[src/hw/rtl/fcc_pkg.sv]
// ----------------------------------------------------------------------------
// fcc_pkg
// Shared types and constants for the FTP command classifier: verdict codes,
// ASCII codes and the table of recognized command verbs.
// ----------------------------------------------------------------------------
package fcc_pkg;

   // Verdict codes
   typedef enum logic [1:0] {
      KIND_NONE  = 2'd0,
      KIND_USER  = 2'd1,
      KIND_PASS  = 2'd2,
      KIND_OTHER = 2'd3
   } kind_type;

   // ASCII codes
   localparam logic [7:0] ASCII_LF    = 8'h0A;
   localparam logic [7:0] ASCII_CR    = 8'h0D;
   localparam logic [7:0] ASCII_SPACE = 8'h20;
   localparam logic [7:0] ASCII_TAB   = 8'h09;

   // Packet head: first five bytes are kept for matching
   localparam int HEAD_LEN = 5;
   // First byte position at which the line body (username) starts
   localparam int BODY_START = 5;

   // Command prefixes; first character in the most significant byte
   localparam logic [39:0] PAT_USER = "user ";
   localparam logic [39:0] PAT_PASS = "pass ";

   // Verb table; three-letter verbs are padded with a space and compared on
   // their top three bytes only
   localparam int VERB_COUNT = 17;
   typedef logic [31:0] verb_type;
   localparam verb_type VERB_TABLE [VERB_COUNT] = '{
      "quit", "syst", "feat", "pwd ", "cwd ", "list", "retr", "stor",
      "port", "pasv", "epsv", "type", "mode", "stru", "help", "noop", "auth"
   };
   localparam logic [2:0] VERB_LEN [VERB_COUNT] = '{
      3'd4, 3'd4, 3'd4, 3'd3, 3'd3, 3'd4, 3'd4, 3'd4,
      3'd4, 3'd4, 3'd4, 3'd4, 3'd4, 3'd4, 3'd4, 3'd4, 3'd4
   };

   // ASCII lower-case fold
   function automatic logic [7:0] to_lower(input logic [7:0] b);
      logic [7:0] r;
      r = b;
      if (b >= 8'h41 && b <= 8'h5A) begin
         r = b + 8'h20;
      end
      return r;
   endfunction

   function automatic logic is_blank(input logic [7:0] b);
      return (b == ASCII_SPACE) || (b == ASCII_TAB);
   endfunction

endpackage

[src/hw/rtl/ftp_command_classifier_core.sv]
// ----------------------------------------------------------------------------
// ftp_command_classifier_core
// Classifies the first command line of one FTP control-channel payload and
// emits the trimmed username of a USER command, one byte per result.
// ----------------------------------------------------------------------------
// Usage:
//   req_* : one payload byte per request, req_tlast on the final byte. The
//           flow tags in req_tdata are taken from the first byte only.
//   rsp_* : verdicts. A USER line with a non-empty name gives one result per
//           name byte (rsp_tuser name_valid set, rsp_tlast on the last one);
//           any other packet gives a single result with name_valid clear.
// Throughput: one byte per cycle while the packet streams in. After the
//   final byte, req_tready stays low until the verdict or the last name
//   byte is loaded; the name run is paced by the one read port of the
//   name memory, which delivers one stored byte per cycle unless the
//   output register is held by a low rsp_tready.
// Sequence: after the final byte, ST_CLASSIFY loads the verdict into the
//   output register, or fetches the first name byte for ST_NAME.
// Stall: results wait in an output register; with rsp_tready low the name
//   run pauses and the next packet is taken only once the last result of
//   this one sits in that register.
// Reset: synchronous; clears the packet state, the output valid flag and the
//   flow latch control. The name memory needs no clearing pass.
// ----------------------------------------------------------------------------
module ftp_command_classifier_core
   import fcc_pkg::*;
#(
   parameter int SCAN_WINDOW = 512,
   parameter int NAME_MAX    = 63
) (
   input  logic        clock,
   input  logic        reset,
   // request channel
   input  logic        req_tvalid,
   output logic        req_tready,
   input  logic [87:0] req_tdata,   // data_byte[7:0], src_addr[39:8],
                                    // dst_addr[71:40], dest_port[87:72]
   input  logic        req_tlast,   // last_byte
   // result channel
   output logic        rsp_tvalid,
   input  logic        rsp_tready,
   output logic [87:0] rsp_tdata,   // name_byte[7:0], flow_src[39:8],
                                    // flow_dst[71:40], flow_port[87:72]
   output logic [2:0]  rsp_tuser,   // kind[1:0], name_valid[2]
   output logic        rsp_tlast    // run_end
);

   localparam int POS_W = 16;
   localparam int LW    = $clog2(SCAN_WINDOW);
   localparam int FW    = $clog2(NAME_MAX + 1);
   localparam int AW    = (NAME_MAX > 1) ? $clog2(NAME_MAX) : 1;

   typedef enum logic [1:0] {
      ST_SCAN,
      ST_CLASSIFY,
      ST_NAME
   } state_type;

   // control state
   state_type        state_ff,      state_in;
   logic [POS_W-1:0] byte_pos_ff,   byte_pos_in;
   logic             line_found_ff, line_found_in;
   logic [LW-1:0]    line_len_ff,   line_len_in;
   logic [FW-1:0]    fill_ff,       fill_in;
   logic [FW-1:0]    keep_ff,       keep_in;
   logic             skip_ff,       skip_in;
   logic             prev_cr_ff,    prev_cr_in;
   logic [FW-1:0]    name_idx_ff,   name_idx_in;
   logic             rsp_valid_ff,  rsp_valid_in;

   // payload state
   logic [7:0]       head_ff [HEAD_LEN];
   logic [7:0]       head_in [HEAD_LEN];
   logic [31:0]      src_ff,  src_in;
   logic [31:0]      dst_ff,  dst_in;
   logic [15:0]      port_ff, port_in;
   kind_type         rsp_kind_ff,  rsp_kind_in;
   logic [7:0]       rsp_byte_ff,  rsp_byte_in;
   logic             rsp_nv_ff,    rsp_nv_in;
   logic             rsp_end_ff,   rsp_end_in;
   logic [31:0]      rsp_src_ff,   rsp_src_in;
   logic [31:0]      rsp_dst_ff,   rsp_dst_in;
   logic [15:0]      rsp_port_ff,  rsp_port_in;

   // name memory
   logic [7:0]       name_mem [NAME_MAX];
   logic [7:0]       rd_data_ff;
   logic             wr_en;
   logic [AW-1:0]    wr_addr;
   logic [7:0]       wr_data;
   logic             rd_en;
   logic [FW-1:0]    rd_addr;

   // working signals
   logic             req_fire;
   logic             out_free;
   logic [7:0]       in_byte;
   logic [FW-1:0]    fill_w;
   logic [FW-1:0]    keep_w;
   logic             skip_w;
   logic [39:0]      head_lc;
   logic             verb_hit;
   kind_type         class_kind;
   logic [FW-1:0]    idx_next;

   assign req_tready = (state_ff == ST_SCAN);
   assign req_fire   = req_tvalid && req_tready;
   assign out_free   = !rsp_valid_ff || rsp_tready;
   assign in_byte    = req_tdata[7:0];
   assign idx_next   = name_idx_ff + FW'(1);

   // Lower-cased head, first byte in the top bits
   assign head_lc = {to_lower(head_ff[0]), to_lower(head_ff[1]), to_lower(head_ff[2]),
                     to_lower(head_ff[3]), to_lower(head_ff[4])};

   // Verb match over the table
   always_comb begin
      verb_hit = 1'b0;
      for (int i = 0; i < VERB_COUNT; i++) begin
         if (VERB_LEN[i] == 3'd3) begin
            if (line_len_ff >= LW'(3) && head_lc[39:16] == VERB_TABLE[i][31:8]) begin
               verb_hit = 1'b1;
            end
         end else begin
            if (line_len_ff >= LW'(4) && head_lc[39:8] == VERB_TABLE[i]) begin
               verb_hit = 1'b1;
            end
         end
      end
   end

   // Verdict from the stored line head
   always_comb begin
      class_kind = KIND_NONE;
      if (byte_pos_ff >= POS_W'(HEAD_LEN) && line_found_ff) begin
         if (line_len_ff >= LW'(HEAD_LEN) && head_lc == PAT_USER) begin
            class_kind = KIND_USER;
         end else if (line_len_ff >= LW'(HEAD_LEN) && head_lc == PAT_PASS) begin
            class_kind = KIND_PASS;
         end else if (verb_hit) begin
            class_kind = KIND_OTHER;
         end
      end
   end

   // Next-state logic
   always_comb begin
      state_in      = state_ff;
      byte_pos_in   = byte_pos_ff;
      line_found_in = line_found_ff;
      line_len_in   = line_len_ff;
      fill_in       = fill_ff;
      keep_in       = keep_ff;
      skip_in       = skip_ff;
      prev_cr_in    = prev_cr_ff;
      name_idx_in   = name_idx_ff;
      head_in       = head_ff;
      src_in        = src_ff;
      dst_in        = dst_ff;
      port_in       = port_ff;
      rsp_valid_in  = rsp_valid_ff && !rsp_tready;
      rsp_kind_in   = rsp_kind_ff;
      rsp_byte_in   = rsp_byte_ff;
      rsp_nv_in     = rsp_nv_ff;
      rsp_end_in    = rsp_end_ff;
      rsp_src_in    = rsp_src_ff;
      rsp_dst_in    = rsp_dst_ff;
      rsp_port_in   = rsp_port_ff;
      wr_en         = 1'b0;
      wr_addr       = '0;
      wr_data       = '0;
      rd_en         = 1'b0;
      rd_addr       = '0;
      fill_w        = fill_ff;
      keep_w        = keep_ff;
      skip_w        = skip_ff;

      case (state_ff)
         ST_SCAN: begin
            if (req_fire) begin
               // flow tags come with the first byte
               if (byte_pos_ff == '0) begin
                  src_in  = req_tdata[39:8];
                  dst_in  = req_tdata[71:40];
                  port_in = req_tdata[87:72];
               end
               if (byte_pos_ff != '1) begin
                  byte_pos_in = byte_pos_ff + POS_W'(1);
               end
               if (!line_found_ff && byte_pos_ff < POS_W'(SCAN_WINDOW)) begin
                  if (in_byte == ASCII_LF) begin
                     line_found_in = 1'b1;
                     line_len_in   = (prev_cr_ff && byte_pos_ff != '0) ?
                                     LW'(byte_pos_ff - POS_W'(1)) : LW'(byte_pos_ff);
                     prev_cr_in    = 1'b0;
                  end else begin
                     // held CR joins the name; its byte was written already
                     if (prev_cr_ff && byte_pos_ff >= POS_W'(BODY_START + 1)) begin
                        skip_w = 1'b0;
                        if (fill_w < FW'(NAME_MAX)) begin
                           fill_w = fill_w + FW'(1);
                        end
                        keep_w = fill_w;
                     end
                     if (byte_pos_ff < POS_W'(HEAD_LEN)) begin
                        head_in[byte_pos_ff[2:0]] = in_byte;
                     end
                     prev_cr_in = (in_byte == ASCII_CR);
                     if (byte_pos_ff >= POS_W'(BODY_START)) begin
                        if (in_byte == ASCII_CR) begin
                           // park the CR in the next free slot, uncommitted
                           if (fill_w < FW'(NAME_MAX)) begin
                              wr_en   = 1'b1;
                              wr_addr = fill_w[AW-1:0];
                              wr_data = ASCII_CR;
                           end
                        end else if (!(skip_w && is_blank(in_byte))) begin
                           skip_w = 1'b0;
                           if (fill_w < FW'(NAME_MAX)) begin
                              wr_en   = 1'b1;
                              wr_addr = fill_w[AW-1:0];
                              wr_data = in_byte;
                              fill_w  = fill_w + FW'(1);
                           end
                           if (!is_blank(in_byte)) begin
                              keep_w = fill_w;
                           end
                        end
                     end
                     fill_in = fill_w;
                     keep_in = keep_w;
                     skip_in = skip_w;
                  end
               end
               if (req_tlast) begin
                  state_in = ST_CLASSIFY;
               end
            end
         end

         ST_CLASSIFY: begin
            if (class_kind == KIND_USER && keep_ff != '0) begin
               // start the name run: fetch the first byte
               rd_en       = 1'b1;
               rd_addr     = '0;
               name_idx_in = '0;
               state_in    = ST_NAME;
            end else if (out_free) begin
               rsp_valid_in = 1'b1;
               rsp_kind_in  = class_kind;
               rsp_byte_in  = '0;
               rsp_nv_in    = 1'b0;
               rsp_end_in   = 1'b1;
               rsp_src_in   = src_ff;
               rsp_dst_in   = dst_ff;
               rsp_port_in  = port_ff;
               state_in     = ST_SCAN;
            end
         end

         ST_NAME: begin
            if (out_free) begin
               rsp_valid_in = 1'b1;
               rsp_kind_in  = KIND_USER;
               rsp_byte_in  = rd_data_ff;
               rsp_nv_in    = 1'b1;
               rsp_end_in   = (idx_next == keep_ff);
               rsp_src_in   = src_ff;
               rsp_dst_in   = dst_ff;
               rsp_port_in  = port_ff;
               name_idx_in  = idx_next;
               rd_addr      = idx_next;
               if (idx_next == keep_ff) begin
                  state_in = ST_SCAN;
               end
            end else begin
               rd_addr = name_idx_ff;
            end
            rd_en = (rd_addr < FW'(NAME_MAX));
         end

         default: begin
            state_in = ST_SCAN;
         end
      endcase

      // packet state returns to its reset value once the last result is loaded
      if (state_ff != ST_SCAN && state_in == ST_SCAN) begin
         byte_pos_in   = '0;
         line_found_in = 1'b0;
         line_len_in   = '0;
         fill_in       = '0;
         keep_in       = '0;
         skip_in       = 1'b1;
         prev_cr_in    = 1'b0;
      end
   end

   // Name memory: one write port, one registered read port
   always_ff @(posedge clock) begin
      if (wr_en) begin
         name_mem[wr_addr] <= wr_data;
      end
      if (rd_en) begin
         rd_data_ff <= name_mem[rd_addr[AW-1:0]];
      end
   end

   // State and output registers
   always_ff @(posedge clock) begin
      if (reset) begin
         state_ff      <= ST_SCAN;
         byte_pos_ff   <= '0;
         line_found_ff <= 1'b0;
         line_len_ff   <= '0;
         fill_ff       <= '0;
         keep_ff       <= '0;
         skip_ff       <= 1'b1;
         prev_cr_ff    <= 1'b0;
         name_idx_ff   <= '0;
         rsp_valid_ff  <= 1'b0;
      end else begin
         state_ff      <= state_in;
         byte_pos_ff   <= byte_pos_in;
         line_found_ff <= line_found_in;
         line_len_ff   <= line_len_in;
         fill_ff       <= fill_in;
         keep_ff       <= keep_in;
         skip_ff       <= skip_in;
         prev_cr_ff    <= prev_cr_in;
         name_idx_ff   <= name_idx_in;
         rsp_valid_ff  <= rsp_valid_in;
         head_ff       <= head_in;
         src_ff        <= src_in;
         dst_ff        <= dst_in;
         port_ff       <= port_in;
         rsp_kind_ff   <= rsp_kind_in;
         rsp_byte_ff   <= rsp_byte_in;
         rsp_nv_ff     <= rsp_nv_in;
         rsp_end_ff    <= rsp_end_in;
         rsp_src_ff    <= rsp_src_in;
         rsp_dst_ff    <= rsp_dst_in;
         rsp_port_ff   <= rsp_port_in;
      end
   end

   // Result port
   assign rsp_tvalid = rsp_valid_ff;
   assign rsp_tdata  = {rsp_port_ff, rsp_dst_ff, rsp_src_ff, rsp_byte_ff};
   assign rsp_tuser  = {rsp_nv_ff, rsp_kind_ff};
   assign rsp_tlast  = rsp_end_ff;

   // Checks
   a_keep_le_fill: assert property (@(posedge clock) disable iff (reset)
      keep_ff <= fill_ff)
      else $error("name keep count beyond fill count");

   a_idx_in_run: assert property (@(posedge clock) disable iff (reset)
      state_ff == ST_NAME |-> name_idx_ff < keep_ff)
      else $error("name index outside kept name");

   a_name_is_user: assert property (@(posedge clock) disable iff (reset)
      rsp_valid_ff && rsp_nv_ff |-> rsp_kind_ff == KIND_USER)
      else $error("name byte with a verdict other than user");

   a_single_ends: assert property (@(posedge clock) disable iff (reset)
      rsp_valid_ff && !rsp_nv_ff |-> rsp_end_ff)
      else $error("single verdict without run end");

   a_line_len: assert property (@(posedge clock) disable iff (reset)
      line_found_ff |-> POS_W'(line_len_ff) < byte_pos_ff)
      else $error("line length beyond bytes seen");

endmodule

[config.mk]
export PLATFORM = sky130hd
export DESIGN_NAME = ftp_command_classifier_core
export DESIGN_NICKNAME = d
export VERILOG_FILES = /design/src/hw/rtl/fcc_pkg.sv /design/src/hw/rtl/ftp_command_classifier_core.sv
export SDC_FILE = /design/constraint.sdc
export NUM_CORES = 1
export LEC_CHECK = 0
export ABC_AREA = 0
export BUFFER_PORTS_ARGS = -buffer_cell sky130_fd_sc_hd__buf_2
export CORE_MARGIN = 1
export CORE_UTILIZATION = 55
export CTS_CLUSTER_DIAMETER = 40
export CTS_CLUSTER_SIZE = 30
export DETAILED_ROUTE_END_ITERATION = 8
export PLACE_DENSITY = 0.73
export SLEW_MARGIN = 30
export SYNTH_ARGS = -nofsm -noshare
export SYNTH_HDL_FRONTEND = slang
export SYNTH_SLANG_ARGS = --single-unit
[constraint.sdc]
create_clock -name clock -period 6.8 [get_ports clock]
set_input_delay 0.34 -clock clock [delete_from_list [all_inputs] [get_ports clock]]
set_output_delay 0.34 -clock clock [all_outputs]
set_load 0.01 [all_outputs]
* After elaboration in Yosys (flattened, before gate mapping)
Memories as Yosys holds them, arrays and structs flattened. A register that Yosys moved wholly into a read port is not among the register bits.
Cells that the tools add are included.
** Operators by class
- Add/sub/neg operators :: 10
- Order comparisons :: 22
- Equality and inequality tests :: 32
- Muxes and demuxes :: 122
- Bitwise gates (word level) :: 3
- Reductions and logical operators :: 56
** Operators by type and width (number)
- == test 32 x 31 -> 1 bit, second input constant :: 15
- 2-to-1 mux 6 bit :: 27
- 2-to-1 mux 8 bit :: 17
- 2-to-1 mux 32 bit :: 4
- one-hot mux 32 bit (2 select lines) :: 2
- == test 40 x 39 -> 1 bit, second input constant :: 2
- == test 24 x 23 -> 1 bit, second input constant :: 2
- 2-to-1 mux 1 bit :: 44
- adder 8 x 6 -> 8 bit, second input constant :: 5
- bitwise mux 40 bit :: 1
- >= comparator 8 x 7 -> 1 bit, second input constant :: 5
- <= comparator 8 x 7 -> 1 bit, second input constant :: 5
- logical AND 1 bit :: 34
- >= comparator 16 x 3 -> 1 bit, second input constant :: 2
- 2-to-1 mux 16 bit :: 2
- one-hot mux 16 bit (2 select lines) :: 1
- 2-to-1 mux 2 bit :: 13
- demux 8 bit (select 3 bit) :: 1
- == test 8 x 4 -> 1 bit, second input constant :: 3
- adder 6 x 1 -> 6 bit, second input constant :: 3
- >= comparator 9 x 3 -> 1 bit, second input constant :: 2
- less-than comparator 6 bit, second input constant :: 3
- adder 16 x 1 -> 16 bit, second input constant :: 1
- logical NOT 16 bit :: 1
- 33 further kinds :: 50
** Word-level totals
- Register bits :: 261
- RAM bits :: 504
- Output and inout bits :: 94
- Memories kept :: 1
** Memories
- name_mem :: depth 63, width 8, read ports 1, clocked after memory_dff 1, wr ports 1, RTL line ftp_command_classifier_core.sv:86 : logic [7:0] name_mem [NAME_MAX];

* Logic depth before layout (Yosys ltp)
Gate-level depths: netlist of run 1.
- Depth in word-level cells :: 33
- Gate-level depth with buffers :: 17

* Least setup slack after synthesis of run 1
OpenSTA, ideal clock, no wires.
- Path kind :: reg-to-reg
- Start point :: reg byte_pos_ff[4]
- End point :: mem name_mem[0][2], data pin
- Setup time :: 0.495 ns
- Arrival :: 4.187 ns
- Data required time :: 6.305 ns
- Setup slack :: 2.119 ns
- Cell stages (with the launch flop) :: 13
- Period minus slack after synthesis :: 4.681 ns
- Path through :: dfxtp_1 buf_2 nor4_2 nand4_1 o21ai_2 nor2_1 mux2i_1 inv_1 ha_1 and2_0 and2_0 buf_2 nor2_1
** On the way
- Word-level cells in the longest chain between the ends :: 16
- Elaborated cells on any way between the ends :: 26
- Those cells by class :: 4 x order compare; 19 x mux; 3 x reduce/logical
** RTL lines
- start: declaration :: RTL line ftp_command_classifier_core.sv:61 : logic [POS_W-1:0] byte_pos_ff, byte_pos_in;
- start signal: assignment :: RTL line ftp_command_classifier_core.sv:324 : byte_pos_ff <= byte_pos_in;
- >= comparator 16 x 3 -> 1 bit :: RTL line ftp_command_classifier_core.sv:198 : if (prev_cr_ff && byte_pos_ff >= POS_W'(BODY_START + 1)) begin
- logical AND 1 bit :: RTL line ftp_command_classifier_core.sv:198
- 2-to-1 mux 6 bit :: RTL line ftp_command_classifier_core.sv:198
- 2-to-1 mux 6 bit :: RTL line ftp_command_classifier_core.sv:191 : if (in_byte == ASCII_LF) begin
- 2-to-1 mux 6 bit :: RTL line ftp_command_classifier_core.sv:190 : if (!line_found_ff && byte_pos_ff < POS_W'(SCAN_WINDOW)) begin
- 2-to-1 mux 6 bit :: RTL line ftp_command_classifier_core.sv:180 : if (req_fire) begin
- 2-to-1 mux 6 bit :: RTL line ftp_command_classifier_core.sv:178 : case (state_ff)
- less-than comparator 6 bit :: RTL line ftp_command_classifier_core.sv:212, ftp_command_classifier_core.sv:219
- 2-to-1 mux 8 bit :: RTL line ftp_command_classifier_core.sv:219 : if (fill_w < FW'(NAME_MAX)) begin
- 2-to-1 mux 8 bit :: RTL line ftp_command_classifier_core.sv:217 : end else if (!(skip_w && is_blank(in_byte))) begin
- 2-to-1 mux 8 bit :: RTL line ftp_command_classifier_core.sv:210 : if (in_byte == ASCII_CR) begin
- 2-to-1 mux 8 bit :: RTL line ftp_command_classifier_core.sv:209 : if (byte_pos_ff >= POS_W'(BODY_START)) begin
- 2-to-1 mux 8 bit :: RTL line ftp_command_classifier_core.sv:191
- 2-to-1 mux 8 bit (*) :: RTL line ftp_command_classifier_core.sv:190
- 2-to-1 mux 8 bit (*) :: RTL line ftp_command_classifier_core.sv:180
- 2-to-1 mux 8 bit (*) :: RTL line ftp_command_classifier_core.sv:178
- via wr_data[2] :: RTL line ftp_command_classifier_core.sv:90 : logic [7:0] wr_data;
- end: declaration :: RTL line ftp_command_classifier_core.sv:86
Mark *: on every way through the listed nets, which the timed path passes. The rest lies on a longest branch. The select of a mux whose other input is x is not followed.

* Final worst setup path of run 1
- Start point :: reg byte_pos_ff[12]
- End point :: mem name_mem[29][1] (enable)
** On the way
- Word-level cells in the longest chain between the ends :: 18
- Elaborated cells on any way between the ends :: 35
- Those cells by class :: 4 x order compare; 28 x mux; 3 x reduce/logical
** RTL lines
- >= comparator 16 x 3 -> 1 bit :: RTL line ftp_command_classifier_core.sv:198
- logical AND 1 bit :: RTL line ftp_command_classifier_core.sv:198
- 2-to-1 mux 6 bit :: RTL line ftp_command_classifier_core.sv:198
- 2-to-1 mux 6 bit :: RTL line ftp_command_classifier_core.sv:191
- 2-to-1 mux 6 bit :: RTL line ftp_command_classifier_core.sv:190
- 2-to-1 mux 6 bit :: RTL line ftp_command_classifier_core.sv:180
- 2-to-1 mux 6 bit :: RTL line ftp_command_classifier_core.sv:178
- less-than comparator 6 bit :: RTL line ftp_command_classifier_core.sv:212, ftp_command_classifier_core.sv:219
- (+2 left out)
- 2-to-1 mux 1 bit :: RTL line ftp_command_classifier_core.sv:210
- 2-to-1 mux 1 bit :: RTL line ftp_command_classifier_core.sv:209
- 2-to-1 mux 1 bit :: RTL line ftp_command_classifier_core.sv:191
- 2-to-1 mux 1 bit :: RTL line ftp_command_classifier_core.sv:190
- 2-to-1 mux 1 bit :: RTL line ftp_command_classifier_core.sv:180
- 2-to-1 mux 1 bit :: RTL line ftp_command_classifier_core.sv:178
- 2-to-1 mux 1 bit :: RTL line ftp_command_classifier_core.sv:301 : if (wr_en) begin
- 2-to-1 mux 1 bit (implied by the code) :: RTL line ftp_command_classifier_core.sv:302 : name_mem[wr_addr] <= wr_data;
Several ways; a longest one is shown, not always the timed one. The select of a mux whose other input is x is not followed.

==> results of run 1 <==
## per-stage QoR
stage / instance area [um^2] / power (mW) / cells / setup WS, ns / util [%]
3_3_place_gp: 33310 / 5.494 / 3022 / 1.555 / 58.96
3_5_place_dp: 33350 / 5.501 / 3023 / 1.293 / 59.03
5_1_grt: 37550 / 10.87 / 3288 / 0.7179 / 66.47
6_report: 37550 / 10.60 / 3288 / 1.091 / 66.47
2_1_floorplan: 31510 / 5.415 / 2162 / 2.119 / -
4_1_cts: 37480 / 10.62 / 3286 / 1.246 / 66.34
## path summary, 6_finish.rpt
kind / cells after the start / slack (ns) / startpoint / endpoint
max: 16 / 1.09 / byte_pos_ff[12]$_SDFFE_PP0P_ / name_mem[29][1]$_DFFE_PP_
min: 1 / 0.02 / req_tdata[7] / head_ff[23]$_DFFE_PP_
max reg2reg: 16 / 1.09 / byte_pos_ff[12]$_SDFFE_PP0P_ / name_mem[29][1]$_DFFE_PP_
min reg2reg: 0 / 0.41 / port_ff[4]$_DFFE_PP_ / rsp_port_ff[4]$_DFFE_PP_
## sequential cells by signal, summed over array words and instances, names as in the netlist, 9 cells and up
name	flops
line_len_ff	9
rsp_src_ff	32
name_mem	504
port_ff	16
head_ff	40
byte_pos_ff	16
rsp_port_ff	16
rsp_dst_ff	32
src_ff	32
dst_ff	32
## layout by cell type, fill, tap and decap left out, types with 16 or more instances in the layout
cell and instances:
and3_1 36, buf_4 36, mux4_2 31, o221ai_1 49, edfxtp_1 724, inv_6 18
clkbuf_16 97, dfxtp_1 49, nand3_1 66, nor3_1 26, inv_1 18, buf_2 186
ha_1 16, a311oi_1 28, nor2_1 180, xnor2_1 19, nor2b_1 17, nand2_1 240
nand4_1 34, dlygate4sd3_1 83, nor4_1 25, o21ai_0 55, xor2_1 19, a31oi_1 27
o22ai_1 18, o211a_1 16, mux2i_1 103, a21oi_1 37
## logic make-up after synthesis
family / synth area share (%)
AOI/OAI and AO/OA: 7.240
DFF: 72.12
xor gates and xnor gates: 1.195
adders and majority gates: 0.6354
muxes: 5.806
buffers and inverters: 1.716
and+or+nand+nor: 11.29
## cells in the mapped netlist, types with 24 or more instances
library cell    n
edfxtp_1      724
nand2_1       241
nor2_1        185
mux2i_1       104
clkbuf_1       87
nand3_1        66
o21ai_0        55
dfxtp_1        49
o221ai_1       49
a21oi_1        37
and3_1         36
nand4_1        34
mux4_2         31
nor3_1         31
a311oi_1       28
a31oi_1        27
nor4_1         25
xnor2_1        24
## layout make-up
cell class | instances | area [um^2]
flip-flops and latches | 773 | 22720
fillers | 3799 | 18940
multi-input cells | 1252 | 8383
clock buffers | 101 | 2421
repair buffers | 309 | 2132
well taps | 756 | 945.9
clock inverters | 79 | 882.1
inverters | 18 | 67.56
## what timing repair did
action,4_1_cts,5_1_grt
hold buffers,83,0
hold endpoints to repair,95,0
gates resized for setup,0,0
## worst reg2reg max path: cells and delay by family, from the launching register on
family / cells / cell delay (ns)
buffers and inverters: 4 / 0.71
multiplexers: 1 / 0.43
AO/OA/AOI/OAI: 1 / 0.49
adder cells (fa/ha/maj): 2 / 0.48
AND/OR/NAND/NOR: 8 / 2.87
flip-flops: 1 / 0.35
## per-layer routing
layer | share of wire [%] | routed length, um | up-vias | GRT usage (%)
met2 | 47 | 38650 | 1255 | 45.74
met4 | 3.5 | 2860 | 2 | 10.47
met3 | 11 | 8748 | 206 | 6.028
met1 | 39 | 31960 | 10040 | 38.09
met5 | 0.015 | 12 | - | 0
li1 | - | - | 9016 | -
## report_power, final
part	internal, mW	total (mW)	leakage [nW]	switching (mW)
clock network	2.89	5.15	1.59	2.26
logic	0.0895	0.223	4.53	0.133
registers	5.20	5.23	6.22	0.0257
==> metrics, run 1 <==
outcome complete, no violations; Post-Syn Area 31,510 um^2; initial antenna violation count 2; CTS tree built; ys async rst share 0%; cts bufs inserted 95; gr ovfl total 0; share of cells above drive strength 1 19.15%; CP bufs+invs 4; initial core utilization 55.77%; Skew-Pair Late Insertion Delay 0.67 ns; height of the die 241.3 um; number of synthesized flops with an enable pin 724; Layout Nets 2,558; Seq/Total Area, Yosys 72.12%; final setup vio count 0; leading area contributor after synthesis edfxtp_1; global-route wire length before repair 122.1 mm; Achievable Freq 0.1752 GHz; crit end category register; total global-route track usage 28.34%; Setup Buffers After CTS 0; Top delay family on crit path simple AND/OR/NAND/NOR gates; maxcap violations 0; H-tree depth 3; Final Hold Fails 0; total routed wirelength 82.24 mm; Top Ports 187; synthesis-to-finish area growth 19.19%; Yosys warning total 0; RSZ-0062 raised after global routing no; # DRC 0; Final ANT Viol Nets 0; CTS Root Cell clkbuf_16; crit path max-delay cell type nor2_1; post-synthesis average cell area 14.57 um^2; Buffers on Ports 186; vias in the first global route 20,160; worst clock skew 0.04293 ns; via total after detailed routing 20,520; Reg clk slew, reported paths 0.06 ns; critical path, cell by cell nor4_1 > nand4_1 > o21ai_2 > nor2_1 > mux2i_1 > inv_1 > ha_1 > and2_0 > and2_0 > inv_1 > ha_1 > inv_1 > nor2_1 > nand4_1 > buf_4 > nor2_1; Horiz. Die Dim 241.3 um; Synth top area share 69.00%; CP Class reg2reg; crit path time final 5.709 ns; Static Leakage 12.35 nW; Final Cycle Share 83.95%; global placement routability congestion 0.9655; Die Area 58,250 um^2; Synth area leaders edfxtp_1 69%, mux2i_1 3.3%, dfxtp_1 3.1%, nand2_1 2.9%, mux4_2 2.2%; Slew Limit Headroom 35.45%; DRT Pass-1 Iters 8; number of synthesized register bits 773; most used flip-flop cell after synthesis edfxtp_1; Sum Neg Setup Slack 0 ns; Fin Hold WS 0.02490 ns; PwrDens 282.3 nW/um^2; worst hold path type in2reg; diode count 0; WL per Instance 25.01 um; critical path arrival 5.98 ns; startpoint types register; CTS Buffer Depth 3; Avg Vias per Cell 6.240; Iter 0 DRT Violations 2,192; core area 56,500 um^2; post-synthesis cell count 2,162; Sink Count 773; Peak VDD IR 0.2389 mV; Unique masters post-synth 83; Syn Nets 2,271; Max stage delay on crit path 0.59 ns; worst path required time 7.07 ns; Slew @ Worst Pin 0.9683 ns; largest net degree at the start of global routing 84; Final HPWL DP 49.21 mm; Row Count 87; Max Slew Vio Count 0; worst-path maximum fanout 9
Power figures use the tool's default switching activity.
==> inputs of run 2 (changes only) <==
--- a/config.mk
+++ b/config.mk
@@ -12,7 +12,7 @@
 export CTS_CLUSTER_DIAMETER = 40
 export CTS_CLUSTER_SIZE = 30
 export DETAILED_ROUTE_END_ITERATION = 8
-export PLACE_DENSITY = 0.73
+export PLACE_DENSITY = 0.76
 export SLEW_MARGIN = 30
 export SYNTH_ARGS = -nofsm -noshare
 export SYNTH_HDL_FRONTEND = slang
==> constraint.sdc (replaced) <==
create_clock -name clock -period 5.1 [get_ports clock]
set_input_delay 0.255 -clock clock [delete_from_list [all_inputs] [get_ports clock]]
set_output_delay 0.255 -clock clock [all_outputs]
set_load 0.01 [all_outputs]
==> metrics, run 2 (synthesized netlist as in run 1, its figures left out) <==
DRT Pass-1 Iters 6 (-2); total global-route track usage 28.51% (+0.17 points); initial core utilization 55.77% (unchanged); Design Area, Final 37,930 um^2 (+1.0%); Static Leakage 12.53 nW (+1.5%); hold depth 5 (+4); global-route wire length before repair 122.7 mm (+0.51%); total power 14.02 mW (+32%); worst reg2reg path depth 14 (-2); Final HPWL DP 49.75 mm (+1.1%); height of the die 241.3 um (unchanged); critical path arrival 5.08 ns (-0.90 ns); Reg clk slew, reported paths 0.07 ns (about the same); worst path required time 5.39 ns (-1.68 ns); commonest non-fill, non-tap cell in the layout edfxtp_1; RSZ-0062 raised after global routing yes; Skew-Pair Late Insertion Delay 0.69 ns (+0.02 ns); fill count 3,663 (-3.6%); Worst R2R Setup Slack 0.31 ns (-0.78 ns); CTS Root Cell clkbuf_16; Slew @ Worst Pin 1.020 ns (+0.05192 ns); Final ANT Viol Nets 0 (unchanged); post_cts resized 0 (unchanged); Layout Nets 2,600 (+1.6%); vias in the first global route 20,460 (+1.5%); Final Hold Fails 0 (unchanged); Cell Count, Final, Fillers Out 3,328 (+1.2%); CTS tree built; placed cell area 33,730 um^2 (+1.1%); Final Cycle Share 93.95% (+10 points); Largest regs name_mem: 504 flops, head_ff: 40 flops; synthesis-to-finish area growth 20.39%; PwrDens 369.6 nW/um^2 (+31%); Largest register FFs 504 (unchanged); commonest cells after routing, fill and taps aside 724 x edfxtp_1, 239 x nand2_1, 186 x buf_2; gr ovfl total 0 (unchanged); # DRC 0 (unchanged); Buffers on Ports 186 (unchanged); worst-path maximum fanout 8 (-1); largest net degree at the start of global routing 92 (+9.5%); Setup Buffers After CTS 0 (unchanged); worst clock skew 0.05147 ns (+0.008533 ns); Avg Vias per Cell 6.230 (-0.16%); Horiz. Die Dim 241.3 um (unchanged); cts bufs inserted 92 (-3.2%); final setup vio count 0 (unchanged); setup ws final 0.3087 ns (-0.7824 ns); Max Slew Vio Count 0 (unchanged); share of cells above drive strength 1 19.88% (+0.72 points); maxcap violations 0 (unchanged); CP Class reg2reg; most flop-heavy register name_mem; H-tree depth 3 (unchanged); total routed wirelength 82.80 mm (+0.69%); crit path time final 4.791 ns (-0.9176 ns); Row Count 87 (unchanged); pre-CTS setup slack 0.4390 ns (-0.8541 ns); outcome complete, no violations; Top Ports 187 (unchanged); Sink Count 773 (unchanged); Fin Hold WS 0.08860 ns (+0.06370 ns); startpoint types register; via total after detailed routing 20,730 (+1.1%); final core utilization 67.14% (+0.67 points); Achievable Freq 0.2087 GHz (+19%); Sum Neg Setup Slack 0 ns (unchanged); crit end category register; Peak VDD IR 0.3637 mV (+52%); Iter 0 DRT Violations 2,451 (+12%); WL per Instance 24.88 um (-0.52%); Post-Place Cells 3,061 (+1.3%); Slew Limit Headroom 31.65% (-3.8 points); Die Area 58,250 um^2 (unchanged); CTS Buffer Depth 3 (unchanged); worst hold path type in2reg; initial antenna violation count 3 (+1); core area 56,500 um^2 (unchanged); global placement routability congestion 1.020 (+5.7%)
-- run 2: cell types whose count changed in the layout (fill, tap and decap cells not counted), moves of 5 or more --
cell | before | now
clkinv_4 | 5 | 12
clkbuf_1 | 5 | 10
buf_12 | 1 | 11
dlygate4sd3_1 | 83 | 90
inv_6 | 18 | 12
buf_4 | 36 | 65
clkbuf_16 | 97 | 92
clkinv_2 | 10 | 4
and2_4 | 7 | 0
and2_2 | 0 | 7
inv_8 | 11 | 6
-- run 2: repair_timing --
item	4_1_cts	5_1_grt
endpoints found under the hold margin	127	0
hold buffers	90	0
endpoints found under the setup margin	0	64
-- run 2: worst max-delay path: stages (launching register included) --
cell and delay (ns):
dfxtp_1 0.35, nor4_1 0.45, nand4_1 0.39, o21ai_2 0.30, nor2_1 0.11, mux2i_1 0.20, inv_1 0.13, ha_1 0.27
and2_0 0.25, and2_0 0.20, inv_1 0.06, ha_1 0.17, nand4_1 0.19, or3_1 0.68, nor2_1 0.67
-- run 2: area by class of cell --
type                    instances  area, um^2  area share [%]
flip-flops and latches        773       22720           59.90
multi-input cells            1252        8368           22.06
repair buffers                354        2595           6.841
clock buffers                 102        2340           6.168
well taps                     756       945.9           2.494
clock inverters                72       890.9           2.349
inverters                      18       67.56          0.1781
diodes                          1       2.502        0.006597
-- run 2: final timing paths --
kind / from / endpoint
setup reg to reg: byte_pos_ff[12]$_SDFFE_PP0P_ / name_mem[3][7]$_DFFE_PP_
hold / removal: req_tvalid / state_ff[0]$_SDFF_PP0_
setup / recovery: byte_pos_ff[12]$_SDFFE_PP0P_ / name_mem[3][7]$_DFFE_PP_
hold reg to reg: src_ff[22]$_DFFE_PP_ / rsp_src_ff[22]$_DFFE_PP_
-- run 2: routing by layer --
metal / share of wire (%) / routed length (um) / up-vias / GRT usage, %
li1: - / - / 9088 / -
met1: 38 / 31210 / 10110 / 36.42
met2: 48 / 39470 / 1272 / 46.48
met3: 10 / 8653 / 255 / 7.623
met4: 4.2 / 3437 / 4 / 11.43
met5: 0.039 / 32 / - / 0
-- run 2: where the power goes --
group	internal [mW]	switching, mW	leakage [nW]	total, mW
sequential	6.93	0.0360	6.22	6.97
clock	3.76	2.98	1.53	6.74
combinational	0.126	0.180	4.78	0.305
